--- src/hw/rtl/assert_macros.svh ---
// ----------------------------------------------------------------------------
// Assertion macros
// Concurrent assertion helpers shared by the RTL. They compile to nothing
// when SYNTHESIS is defined.
// ----------------------------------------------------------------------------
`ifndef ASSERT_MACROS_SVH
`define ASSERT_MACROS_SVH

`ifndef SYNTHESIS
`define ASSERT_PROP(lbl, clk, rst, prop) \
  lbl: assert property (@(posedge clk) disable iff (rst) prop) \
    else $error("assertion failed");
`define ASSERT_NEVER(lbl, clk, rst, expr) \
  lbl: assert property (@(posedge clk) disable iff (rst) !(expr)) \
    else $error("forbidden condition seen");
`else
`define ASSERT_PROP(lbl, clk, rst, prop)
`define ASSERT_NEVER(lbl, clk, rst, expr)
`endif

`endif

--- src/hw/rtl/frd_pkg.sv ---
// ----------------------------------------------------------------------------
// Frame difference package
// Widths, reset values, register indexes and helpers of the dirty
// rectangle detector.
// ----------------------------------------------------------------------------
`timescale 1ns / 1ps

package frd_pkg;

  localparam int unsigned MAX_DIM         = 4096;
  localparam int unsigned DIM_W           = 13;
  localparam int unsigned COORD_W         = 12;
  localparam int unsigned PIX_W           = 8;
  localparam int unsigned STRIP_IDX_W     = 4;
  localparam int unsigned STRIP_COUNT_DEF = 10;
  localparam int unsigned STRIP_MIN_WIDTH = 200;
  localparam int unsigned CFG_DATA_W      = 13;
  localparam int unsigned CFG_IDX_W       = 2;
  localparam int unsigned RST_WIDTH       = 1920;
  localparam int unsigned RST_HEIGHT      = 1080;
  localparam logic        RST_MODE        = 1'b1;

  typedef enum logic [CFG_IDX_W-1:0] {
    CFG_FRAME_WIDTH  = 2'd0,
    CFG_FRAME_HEIGHT = 2'd1,
    CFG_STRIP_MODE   = 2'd2
  } cfg_reg_t;

  // Clamps a dimension to 1..MAX_DIM and returns the index of its last element.
  function automatic logic [COORD_W-1:0] clamp_last(input logic [CFG_DATA_W-1:0] v);
    logic [CFG_DATA_W-1:0] r;
    if (v == '0) begin
      r = '0;
    end else if (v > CFG_DATA_W'(MAX_DIM)) begin
      r = CFG_DATA_W'(MAX_DIM - 1);
    end else begin
      r = v - 1'b1;
    end
    return r[COORD_W-1:0];
  endfunction

endpackage

--- src/hw/rtl/frame_diff_dirty_rect_core.sv ---
// ----------------------------------------------------------------------------
// Frame difference dirty rectangle core
// Tracks per-strip bounding boxes of changed pixels over a raster frame and
// reports one rectangle per strip after the frame's last pixel.
// ----------------------------------------------------------------------------
`timescale 1ns / 1ps

// The core takes one current/previous pixel pair per clock in raster order
// and keeps its own column and line position. Each pixel updates only the
// box of the strip it falls in, so a pixel is accepted every cycle. When the
// last pixel of a frame is accepted, all strip boxes are copied into a result
// bank and cleared for the next frame, and the bank then delivers one result
// per clock unless stalled (one, or STRIP_COUNT in strip mode when the width
// is at least 200), the final one marked by last. The next frame streams in
// meanwhile; only its own last pixel is held off while the bank still has
// results left to deliver. A configuration write restarts the frame, drops
// the partial frame's boxes and holds off the pixel input in its own cycle.
`include "assert_macros.svh"

module frame_diff_dirty_rect_core #(
  parameter int unsigned STRIP_COUNT = frd_pkg::STRIP_COUNT_DEF
) (
  input  logic                              clk,
  input  logic                              rst,

  input  logic                              cfg_valid,
  output logic                              cfg_ready,
  input  logic [frd_pkg::CFG_IDX_W-1:0]     cfg_index,
  input  logic [frd_pkg::CFG_DATA_W-1:0]    cfg_data,

  input  logic                              in_valid,
  output logic                              in_stall,
  input  logic [frd_pkg::PIX_W-1:0]         cur_red,
  input  logic [frd_pkg::PIX_W-1:0]         cur_green,
  input  logic [frd_pkg::PIX_W-1:0]         cur_blue,
  input  logic [frd_pkg::PIX_W-1:0]         prev_red,
  input  logic [frd_pkg::PIX_W-1:0]         prev_green,
  input  logic [frd_pkg::PIX_W-1:0]         prev_blue,

  output logic                              out_valid,
  input  logic                              out_stall,
  output logic [frd_pkg::STRIP_IDX_W-1:0]   strip_index,
  output logic                              changed,
  output logic [frd_pkg::COORD_W-1:0]       rect_x,
  output logic [frd_pkg::COORD_W-1:0]       rect_y,
  output logic [frd_pkg::DIM_W-1:0]         rect_width,
  output logic [frd_pkg::DIM_W-1:0]         rect_height,
  output logic                              last
);

  import frd_pkg::*;

  localparam int unsigned SIDX_W   = (STRIP_COUNT > 1) ? $clog2(STRIP_COUNT) : 1;
  localparam int unsigned CNT_W    = $clog2(STRIP_COUNT + 1);
  localparam int unsigned RECIP_SH = DIM_W + $clog2(STRIP_COUNT);
  localparam int unsigned RECIP    = ((2 ** RECIP_SH) + STRIP_COUNT - 1) / STRIP_COUNT;
  localparam int unsigned RECIP_W  = DIM_W + 2;
  localparam int unsigned PROD_W   = DIM_W + RECIP_W;
  localparam int unsigned RST_N    = (RST_WIDTH >= STRIP_MIN_WIDTH) ? STRIP_COUNT : 1;
  localparam int unsigned RST_PS   = RST_WIDTH / RST_N;

  // Frame geometry, derived at configuration time.
  logic [COORD_W-1:0] width_last;
  logic [COORD_W-1:0] height_last;
  logic               strip_mode;
  logic [CNT_W-1:0]   strips;
  logic [DIM_W-1:0]   strip_size;

  logic [COORD_W-1:0] cand_wlast;
  logic [COORD_W-1:0] cand_hlast;
  logic               cand_mode;
  logic [DIM_W-1:0]   cand_w;
  logic               cand_split;
  logic [PROD_W-1:0]  cand_prod;
  logic [CNT_W-1:0]   cand_n;
  logic [DIM_W-1:0]   cand_ps;
  logic               cfg_write;
  logic               cfg_known;

  // Position and strip boxes.
  logic [COORD_W-1:0] col_count;
  logic [COORD_W-1:0] line_count;
  logic [SIDX_W-1:0]  strip_now;
  logic [COORD_W-1:0] strip_col;
  logic [COORD_W-1:0] box_min_x [STRIP_COUNT];
  logic [COORD_W-1:0] box_max_x [STRIP_COUNT];
  logic [COORD_W-1:0] box_min_y [STRIP_COUNT];
  logic [COORD_W-1:0] box_max_y [STRIP_COUNT];
  logic [STRIP_COUNT-1:0] box_hit;

  // Result bank.
  logic [COORD_W-1:0] snap_min_x [STRIP_COUNT];
  logic [COORD_W-1:0] snap_max_x [STRIP_COUNT];
  logic [COORD_W-1:0] snap_min_y [STRIP_COUNT];
  logic [COORD_W-1:0] snap_max_y [STRIP_COUNT];
  logic [STRIP_COUNT-1:0] snap_hit;
  logic [CNT_W-1:0]   snap_n;
  logic [SIDX_W-1:0]  drain_idx;
  logic               busy;

  logic               pix_accept;
  logic               at_line_end;
  logic               at_frame_end;
  logic               drain_fire;
  logic               drain_done;
  logic               diff;
  logic [SIDX_W-1:0]  sel;
  logic [COORD_W-1:0] sel_scol;
  logic               sel_hit;
  logic [COORD_W-1:0] new_min_x;
  logic [COORD_W-1:0] new_max_x;
  logic [COORD_W-1:0] new_min_y;
  logic [COORD_W-1:0] new_max_y;
  logic               strip_advance;

  always_comb begin
    cfg_known = (cfg_index == CFG_FRAME_WIDTH) || (cfg_index == CFG_FRAME_HEIGHT) ||
                (cfg_index == CFG_STRIP_MODE);
    cfg_write = cfg_valid && cfg_ready && cfg_known;
    cand_wlast = width_last;
    cand_hlast = height_last;
    cand_mode  = strip_mode;
    case (cfg_index)
      CFG_FRAME_WIDTH:  cand_wlast = clamp_last(cfg_data);
      CFG_FRAME_HEIGHT: cand_hlast = clamp_last(cfg_data);
      CFG_STRIP_MODE:   cand_mode  = cfg_data[0];
      default:          cand_mode  = strip_mode;
    endcase
    cand_w     = {1'b0, cand_wlast} + DIM_W'(1);
    cand_split = cand_mode && (cand_w >= DIM_W'(STRIP_MIN_WIDTH));
    cand_prod  = PROD_W'(cand_w) * PROD_W'(RECIP);
    cand_n     = cand_split ? CNT_W'(STRIP_COUNT) : CNT_W'(1);
    cand_ps    = cand_split ? DIM_W'(cand_prod >> RECIP_SH) : cand_w;
  end

  assign cfg_ready = 1'b1;

  always_comb begin
    at_line_end  = (col_count == width_last);
    at_frame_end = at_line_end && (line_count == height_last);
    drain_fire   = busy && (!out_valid || !out_stall);
    drain_done   = drain_fire && (CNT_W'(drain_idx) + CNT_W'(1) == snap_n);
    in_stall     = (at_frame_end && busy && !drain_done) || cfg_write;
    pix_accept   = in_valid && !in_stall && !cfg_write;

    diff = (cur_red != prev_red) || (cur_green != prev_green) || (cur_blue != prev_blue);

    if (col_count == '0) begin
      sel      = (strip_size == '0) ? SIDX_W'(strips - CNT_W'(1)) : '0;
      sel_scol = '0;
    end else begin
      sel      = strip_now;
      sel_scol = strip_col;
    end

    sel_hit   = box_hit[sel];
    new_min_x = (!sel_hit || col_count < box_min_x[sel]) ? col_count : box_min_x[sel];
    new_max_x = (!sel_hit || col_count > box_max_x[sel]) ? col_count : box_max_x[sel];
    new_min_y = (!sel_hit || line_count < box_min_y[sel]) ? line_count : box_min_y[sel];
    new_max_y = (!sel_hit || line_count > box_max_y[sel]) ? line_count : box_max_y[sel];

    strip_advance = (strip_size != '0) &&
                    ({1'b0, sel_scol} + DIM_W'(1) >= strip_size) &&
                    (CNT_W'(sel) + CNT_W'(1) < strips);
  end

  always_ff @(posedge clk) begin
    if (rst) begin
      width_last  <= COORD_W'(RST_WIDTH - 1);
      height_last <= COORD_W'(RST_HEIGHT - 1);
      strip_mode  <= RST_MODE;
      strips      <= CNT_W'(RST_N);
      strip_size  <= DIM_W'(RST_PS);
      col_count   <= '0;
      line_count  <= '0;
      strip_now   <= '0;
      strip_col   <= '0;
      box_hit     <= '0;
    end else if (cfg_write) begin
      width_last  <= cand_wlast;
      height_last <= cand_hlast;
      strip_mode  <= cand_mode;
      strips      <= cand_n;
      strip_size  <= cand_ps;
      col_count   <= '0;
      line_count  <= '0;
      strip_now   <= '0;
      strip_col   <= '0;
      box_hit     <= '0;
    end else if (pix_accept) begin
      if (diff && !at_frame_end) begin
        box_hit[sel] <= 1'b1;
      end
      if (at_frame_end) begin
        box_hit    <= '0;
        col_count  <= '0;
        line_count <= '0;
        strip_now  <= '0;
        strip_col  <= '0;
      end else if (at_line_end) begin
        col_count  <= '0;
        line_count <= line_count + 1'b1;
        strip_now  <= sel;
        strip_col  <= sel_scol;
      end else begin
        col_count <= col_count + 1'b1;
        if (strip_advance) begin
          strip_now <= sel + 1'b1;
          strip_col <= '0;
        end else begin
          strip_now <= sel;
          strip_col <= sel_scol + 1'b1;
        end
      end
    end
  end

  always_ff @(posedge clk) begin
    if (pix_accept && diff) begin
      box_min_x[sel] <= new_min_x;
      box_max_x[sel] <= new_max_x;
      box_min_y[sel] <= new_min_y;
      box_max_y[sel] <= new_max_y;
    end
    if (pix_accept && at_frame_end) begin
      for (int k = 0; k < STRIP_COUNT; k++) begin
        if (diff && sel == SIDX_W'(k)) begin
          snap_min_x[k] <= new_min_x;
          snap_max_x[k] <= new_max_x;
          snap_min_y[k] <= new_min_y;
          snap_max_y[k] <= new_max_y;
          snap_hit[k]   <= 1'b1;
        end else begin
          snap_min_x[k] <= box_min_x[k];
          snap_max_x[k] <= box_max_x[k];
          snap_min_y[k] <= box_min_y[k];
          snap_max_y[k] <= box_max_y[k];
          snap_hit[k]   <= box_hit[k];
        end
      end
      snap_n <= strips;
    end
  end

  always_ff @(posedge clk) begin
    if (rst) begin
      busy      <= 1'b0;
      drain_idx <= '0;
      out_valid <= 1'b0;
    end else begin
      if (pix_accept && at_frame_end) begin
        busy      <= 1'b1;
        drain_idx <= '0;
      end else if (drain_done) begin
        busy      <= 1'b0;
        drain_idx <= '0;
      end else if (drain_fire) begin
        drain_idx <= drain_idx + 1'b1;
      end
      if (drain_fire) begin
        out_valid <= 1'b1;
      end else if (!out_stall) begin
        out_valid <= 1'b0;
      end
    end
  end

  always_ff @(posedge clk) begin
    if (drain_fire) begin
      strip_index <= STRIP_IDX_W'(drain_idx);
      last        <= (CNT_W'(drain_idx) + CNT_W'(1) == snap_n);
      if (snap_hit[drain_idx]) begin
        changed     <= 1'b1;
        rect_x      <= snap_min_x[drain_idx];
        rect_y      <= snap_min_y[drain_idx];
        rect_width  <= {1'b0, snap_max_x[drain_idx]} - {1'b0, snap_min_x[drain_idx]} +
                       DIM_W'(1);
        rect_height <= {1'b0, snap_max_y[drain_idx]} - {1'b0, snap_min_y[drain_idx]} +
                       DIM_W'(1);
      end else begin
        changed     <= 1'b0;
        rect_x      <= '0;
        rect_y      <= '0;
        rect_width  <= '0;
        rect_height <= '0;
      end
    end
  end

  `ASSERT_NEVER(a_bank_empty, clk, rst, busy && snap_n == '0)
  `ASSERT_PROP(a_frame_end_loads_bank, clk, rst, (pix_accept && at_frame_end) |=> busy)
  `ASSERT_NEVER(a_strip_range, clk, rst, CNT_W'(strip_now) >= strips)
  `ASSERT_PROP(a_col_step, clk, rst,
    (pix_accept && !at_line_end) |=> (col_count == $past(col_count) + 1'b1))

endmodule

--- config.mk ---
export PLATFORM = sky130hd
export DESIGN_NAME = frame_diff_dirty_rect_core
export DESIGN_NICKNAME = d
export VERILOG_FILES = /design/src/hw/rtl/frd_pkg.sv /design/src/hw/rtl/frame_diff_dirty_rect_core.sv
export VERILOG_INCLUDE_DIRS = /design/src /design/src/hw/rtl
export SDC_FILE = /design/constraint.sdc
export NUM_CORES = 2
export LEC_CHECK = 0
export BUFFER_PORTS_ARGS = -buffer_cell sky130_fd_sc_hd__buf_4
export CORE_ASPECT_RATIO = 1.4
export CORE_MARGIN = 5
export CORE_UTILIZATION = 37
export DETAILED_ROUTE_END_ITERATION = 8
export MAX_ROUTING_LAYER = met4
export RECOVER_POWER = 100
export SYNTH_ARGS = -nofsm -noshare
export SYNTH_HDL_FRONTEND = slang
export SYNTH_SLANG_ARGS = --single-unit
--- constraint.sdc ---
create_clock -name clk -period 38.4 [get_ports clk]
set_input_delay 5.76 -clock clk [delete_from_list [all_inputs] [get_ports clk]]
set_output_delay 5.76 -clock clk [all_outputs]
set_load 0.02 [all_outputs]
==> reports/results.tsv <==
stage	metric	value	unit
logic_synthesis	Synth Instances	5687	
setup_path	Top cell by count, worst path	clkbuf_1	
logic_synthesis	dominant cell type by area after synthesis	edfxtp_1	
sta	crit share post-route	52.8	%
grt	initial antenna violation count	6	
logic_synthesis	sequential area share after synthesis	60.7	%
floorplanning	Core ar.	184000	um2
placement	Detail Placement HPWL	125000	um
sta	final setup fails	0	
floorplanning	# IOs	127	
logic_synthesis	Cell variety after synth	98	
setup_path	Reg2Reg Setup Slack	20.94	ns
floorplanning	Starting Density	37.2	%
setup_path	Worst setup SP type	input pin	
drt	DRT iter0 DRCs	5324	
run_status	status	finished with violations	
sta	worst-margin pin slew	5.15	ns
setup_path	worst path bufs/invs	8	
setup_path	critical path's largest stage delay	3.49	ns
drt	Met1 Routed Length	79300	um
drt	DRT Pass-1 Iters	8	
logic_synthesis	Avg Inst Size Synth	12.0	um2
floorplanning	row count	186	
placement	port buffer count	125	
cells_and_area	final net count	6028	
logic_synthesis	Yosys top cell area share	57.7	%
logic_synthesis	number of flops mapped to enable cells by yosys	1316	
drt	met2 wire len	104000	um
drt	met3 WL	15900	um
grt	largest net degree at the start of global routing	136	
setup_path	Worst Setup SP	out_stall	
clock_tree	CTS tree	built	
setup_path	cells on worst reg2reg path	23	
sta	Rel. slew slack	-245	%
min_path	hold path start	strip_size[10]$_SDFFE_PP0P_	
sta	Slew Limit Fails	2351	
clock_tree	clock latency on the worst-skew pair	0.79	ns
power_and_ir_drop	Worst VDD drop	0.0000728	V
cells_and_area	Finished Core Util	41.4	%
clock_tree	Post-CTS Hold Buffers	0	
setup_path	CP Class	input pin to flip-flop	
flow_run	Max Cap Viol	62	
setup_path	Crit. End Element	flip-flop	
sta	unrepaired setup endpoints after global routing	false	
placement	GP Congestion	0.854	
drt	max layer used	met4	
clock_tree	Max clock buf depth	3	
logic_synthesis	fraction of registers with async set/reset	0	%
run_status	failing checks	capacitance limit, slew limit	
power_and_ir_drop	leakage	27.1	nW
logic_synthesis	top post-synthesis cells by area	edfxtp_1, nand2_1, a21oi_1, ha_1, mux4_2	
power_and_ir_drop	total power	0.00381	W
drt	Remaining DRCs	0	
setup_path	CP Depth	12	
floorplanning	Die Ht	519	um
setup_path	WP data arrival	20.52	ns
logic_synthesis	Syn Nets	6021	
drt	drt wl/cell	25.3	um
setup_path	largest fanout on the critical path	102	
grt	first-pass GRT wire length	303000	um
logic_synthesis	Commonest cells post-synth	edfxtp_1, nand2_1, a21oi_1, nor2_1, ha_1	
sta	Sum Neg Setup Slack	0	ns
setup_path	Crit-path slowest cell	clkbuf_1	
drt	Antenna Nets Post-Route	0	
sta	Worst Skew	0.0398	ns
logic_synthesis	top-count cell post-synth	edfxtp_1	
clock_tree	Reg clk slew, reported paths	0.06	ns
logic_synthesis	#FFs+latches synth	1416	
sta	minimum clock period	20.26	ns
setup_path	crit-path leading delay family	buffers and inverters	
min_path	HP Class	flip-flop to flip-flop	
clock_tree	CTS resizes	0	
drt	Vias/cell	5.61	
logic_synthesis	synth warn	0	
sta	Fmax achieved	49.4	MHz
drt	total wire length	209000	um
clock_tree	CTS HTree Levels	4	
grt	GRT Residual Overflow	0	
cells_and_area	share of cells above drive strength 1	9.60	%
min_path	Hold Path Depth	2	
drt	Via Count	46325	
logic_synthesis	Synth Flop Type	edfxtp_1	
clock_tree	setup bufs post-CTS	0	
grt	number of global-route vias before repair	45346	
grt	GRT Total Usage	21.6	%
clock_tree	Sink Count	1416	
setup_path	RR Startpoint	col_count[0]$_SDFFE_PP0P_	
logic_synthesis	post-synthesis cell area	68400	um2
floorplanning	Die W	374	um
floorplanning	Die ar.	194000	um2
clock_tree	CTS buffer count	143	
cells_and_area	Layout area overhead	11.1	%
setup_path	crit-path cells	clkbuf_4 > a21boi_0 > clkbuf_1 > inv_1 > o31ai_1 > o211a_1 > clkbuf_1 > nand3_1 > clkbuf_1 > clkinvlp_2 > clkbuf_1 > clkbuf_1	
power_and_ir_drop	pwr dens	50.1	nW/um2
clock_tree	Root Driver	clkbuf_16	
setup_path	WP data required	38.66	ns
sta	final hold vios	0	
-- kinds of logic (layout without fill, tap and decap cells) --
logic type / Yosys count / count (layout) / synth area share (%)
AO/OA/AOI/OAI: 1235 / 1235 / 10.5
AND/OR/NAND/NOR: 1708 / 1708 / 10.9
adder cells (fa/ha/maj): 268 / 268 / 5.34
other: 1 / 3 / 0.00548
flip-flops: 1416 / 1416 / 60.7
buffers and inverters: 607 / 734 / 3.87
multiplexers: 322 / 322 / 7.06
XOR/XNOR: 130 / 130 / 1.66
-- worst paths after layout --
check,end
worst min register to register,strip_size[10]$_SDFFE_PP0P_
worst max-delay path,snap_max_x[2][10]$_DFFE_PP_
worst min-delay path,strip_size[10]$_SDFFE_PP0P_
worst max register to register,box_min_y[13][10]$_DFFE_PP_
-- placed cells by master, fill, tap and decap left out, drive strengths merged, types with 53 or more instances in the layout --
master  Yosys  routed
mux4      122     122
nand2     815     815
mux2i     162     162
ha        225     225
nand3     161     161
a21oi     573     573
clkinv      1      53
and3       66      66
xnor2      80      80
dfxtp     100     100
clkbuf    222     307
inv       209     218
nor2      441     441
o21ai     329     329
buf       175     137
edfxtp   1316    1316
-- routing by layer --
layer,track usage [%],up-vias
li1,-,20856
met1,26.1,22940
met2,36.4,2079
met3,2.97,450
met4,8.94,0
met5,-,-
-- registers in the layout, summed over array words and instances (netlist names), 13 cells and up, named ones only --
name	cells
box_max_x	192
snap_max_y	120
box_max_y	192
snap_min_y	120
strip_size	13
box_min_x	192
snap_min_x	120
rect_width	13
rect_height	13
box_min_y	192
snap_max_x	120
-- report_power, final --
group | switching [W] | internal [W] | total [W]
sequential | 0.00000765 | 0.00168 | 0.00169
combinational | 0.000406 | 0.000298 | 0.000705
clock | 0.000609 | 0.000807 | 0.00142
total | 0.00102 | 0.00279 | 0.00381
-- metrics by stage --
step | std cells | hold WS [ns] | cell area [um2] | worst slack (ns)
floorplan | 5687 | 0.406 | 68400 | 13.31
global route | 8260 | 0.496 | 76100 | 16.76
detailed placement | 7993 | 0.472 | 72000 | 24.30
CTS | 8258 | 0.479 | 76700 | 24.79
finish | 8260 | 0.477 | 76100 | 18.14
global placement | 7993 | 0.457 | 72000 | 24.36
-- layout make-up --
cell class | instances | area (um2)
inverter | 210 | 798
multi-input combinational | 3664 | 24400
timing repair buffer | 259 | 1520
fill | 17251 | 108000
tap | 2444 | 3060
antenna | 2 | 5.00
sequential | 1416 | 41500
clock buffer | 185 | 3880
clock inverter | 80 | 832
-- tightest hold or removal path: cells and delay by family (launching register included) --
kind	cells	cell delay, ns
AND/OR/NAND/NOR	1	0.06
AO/OA/AOI/OAI	1	0.05
flip-flops	1	0.33
Power figures use the tool's default switching activity.
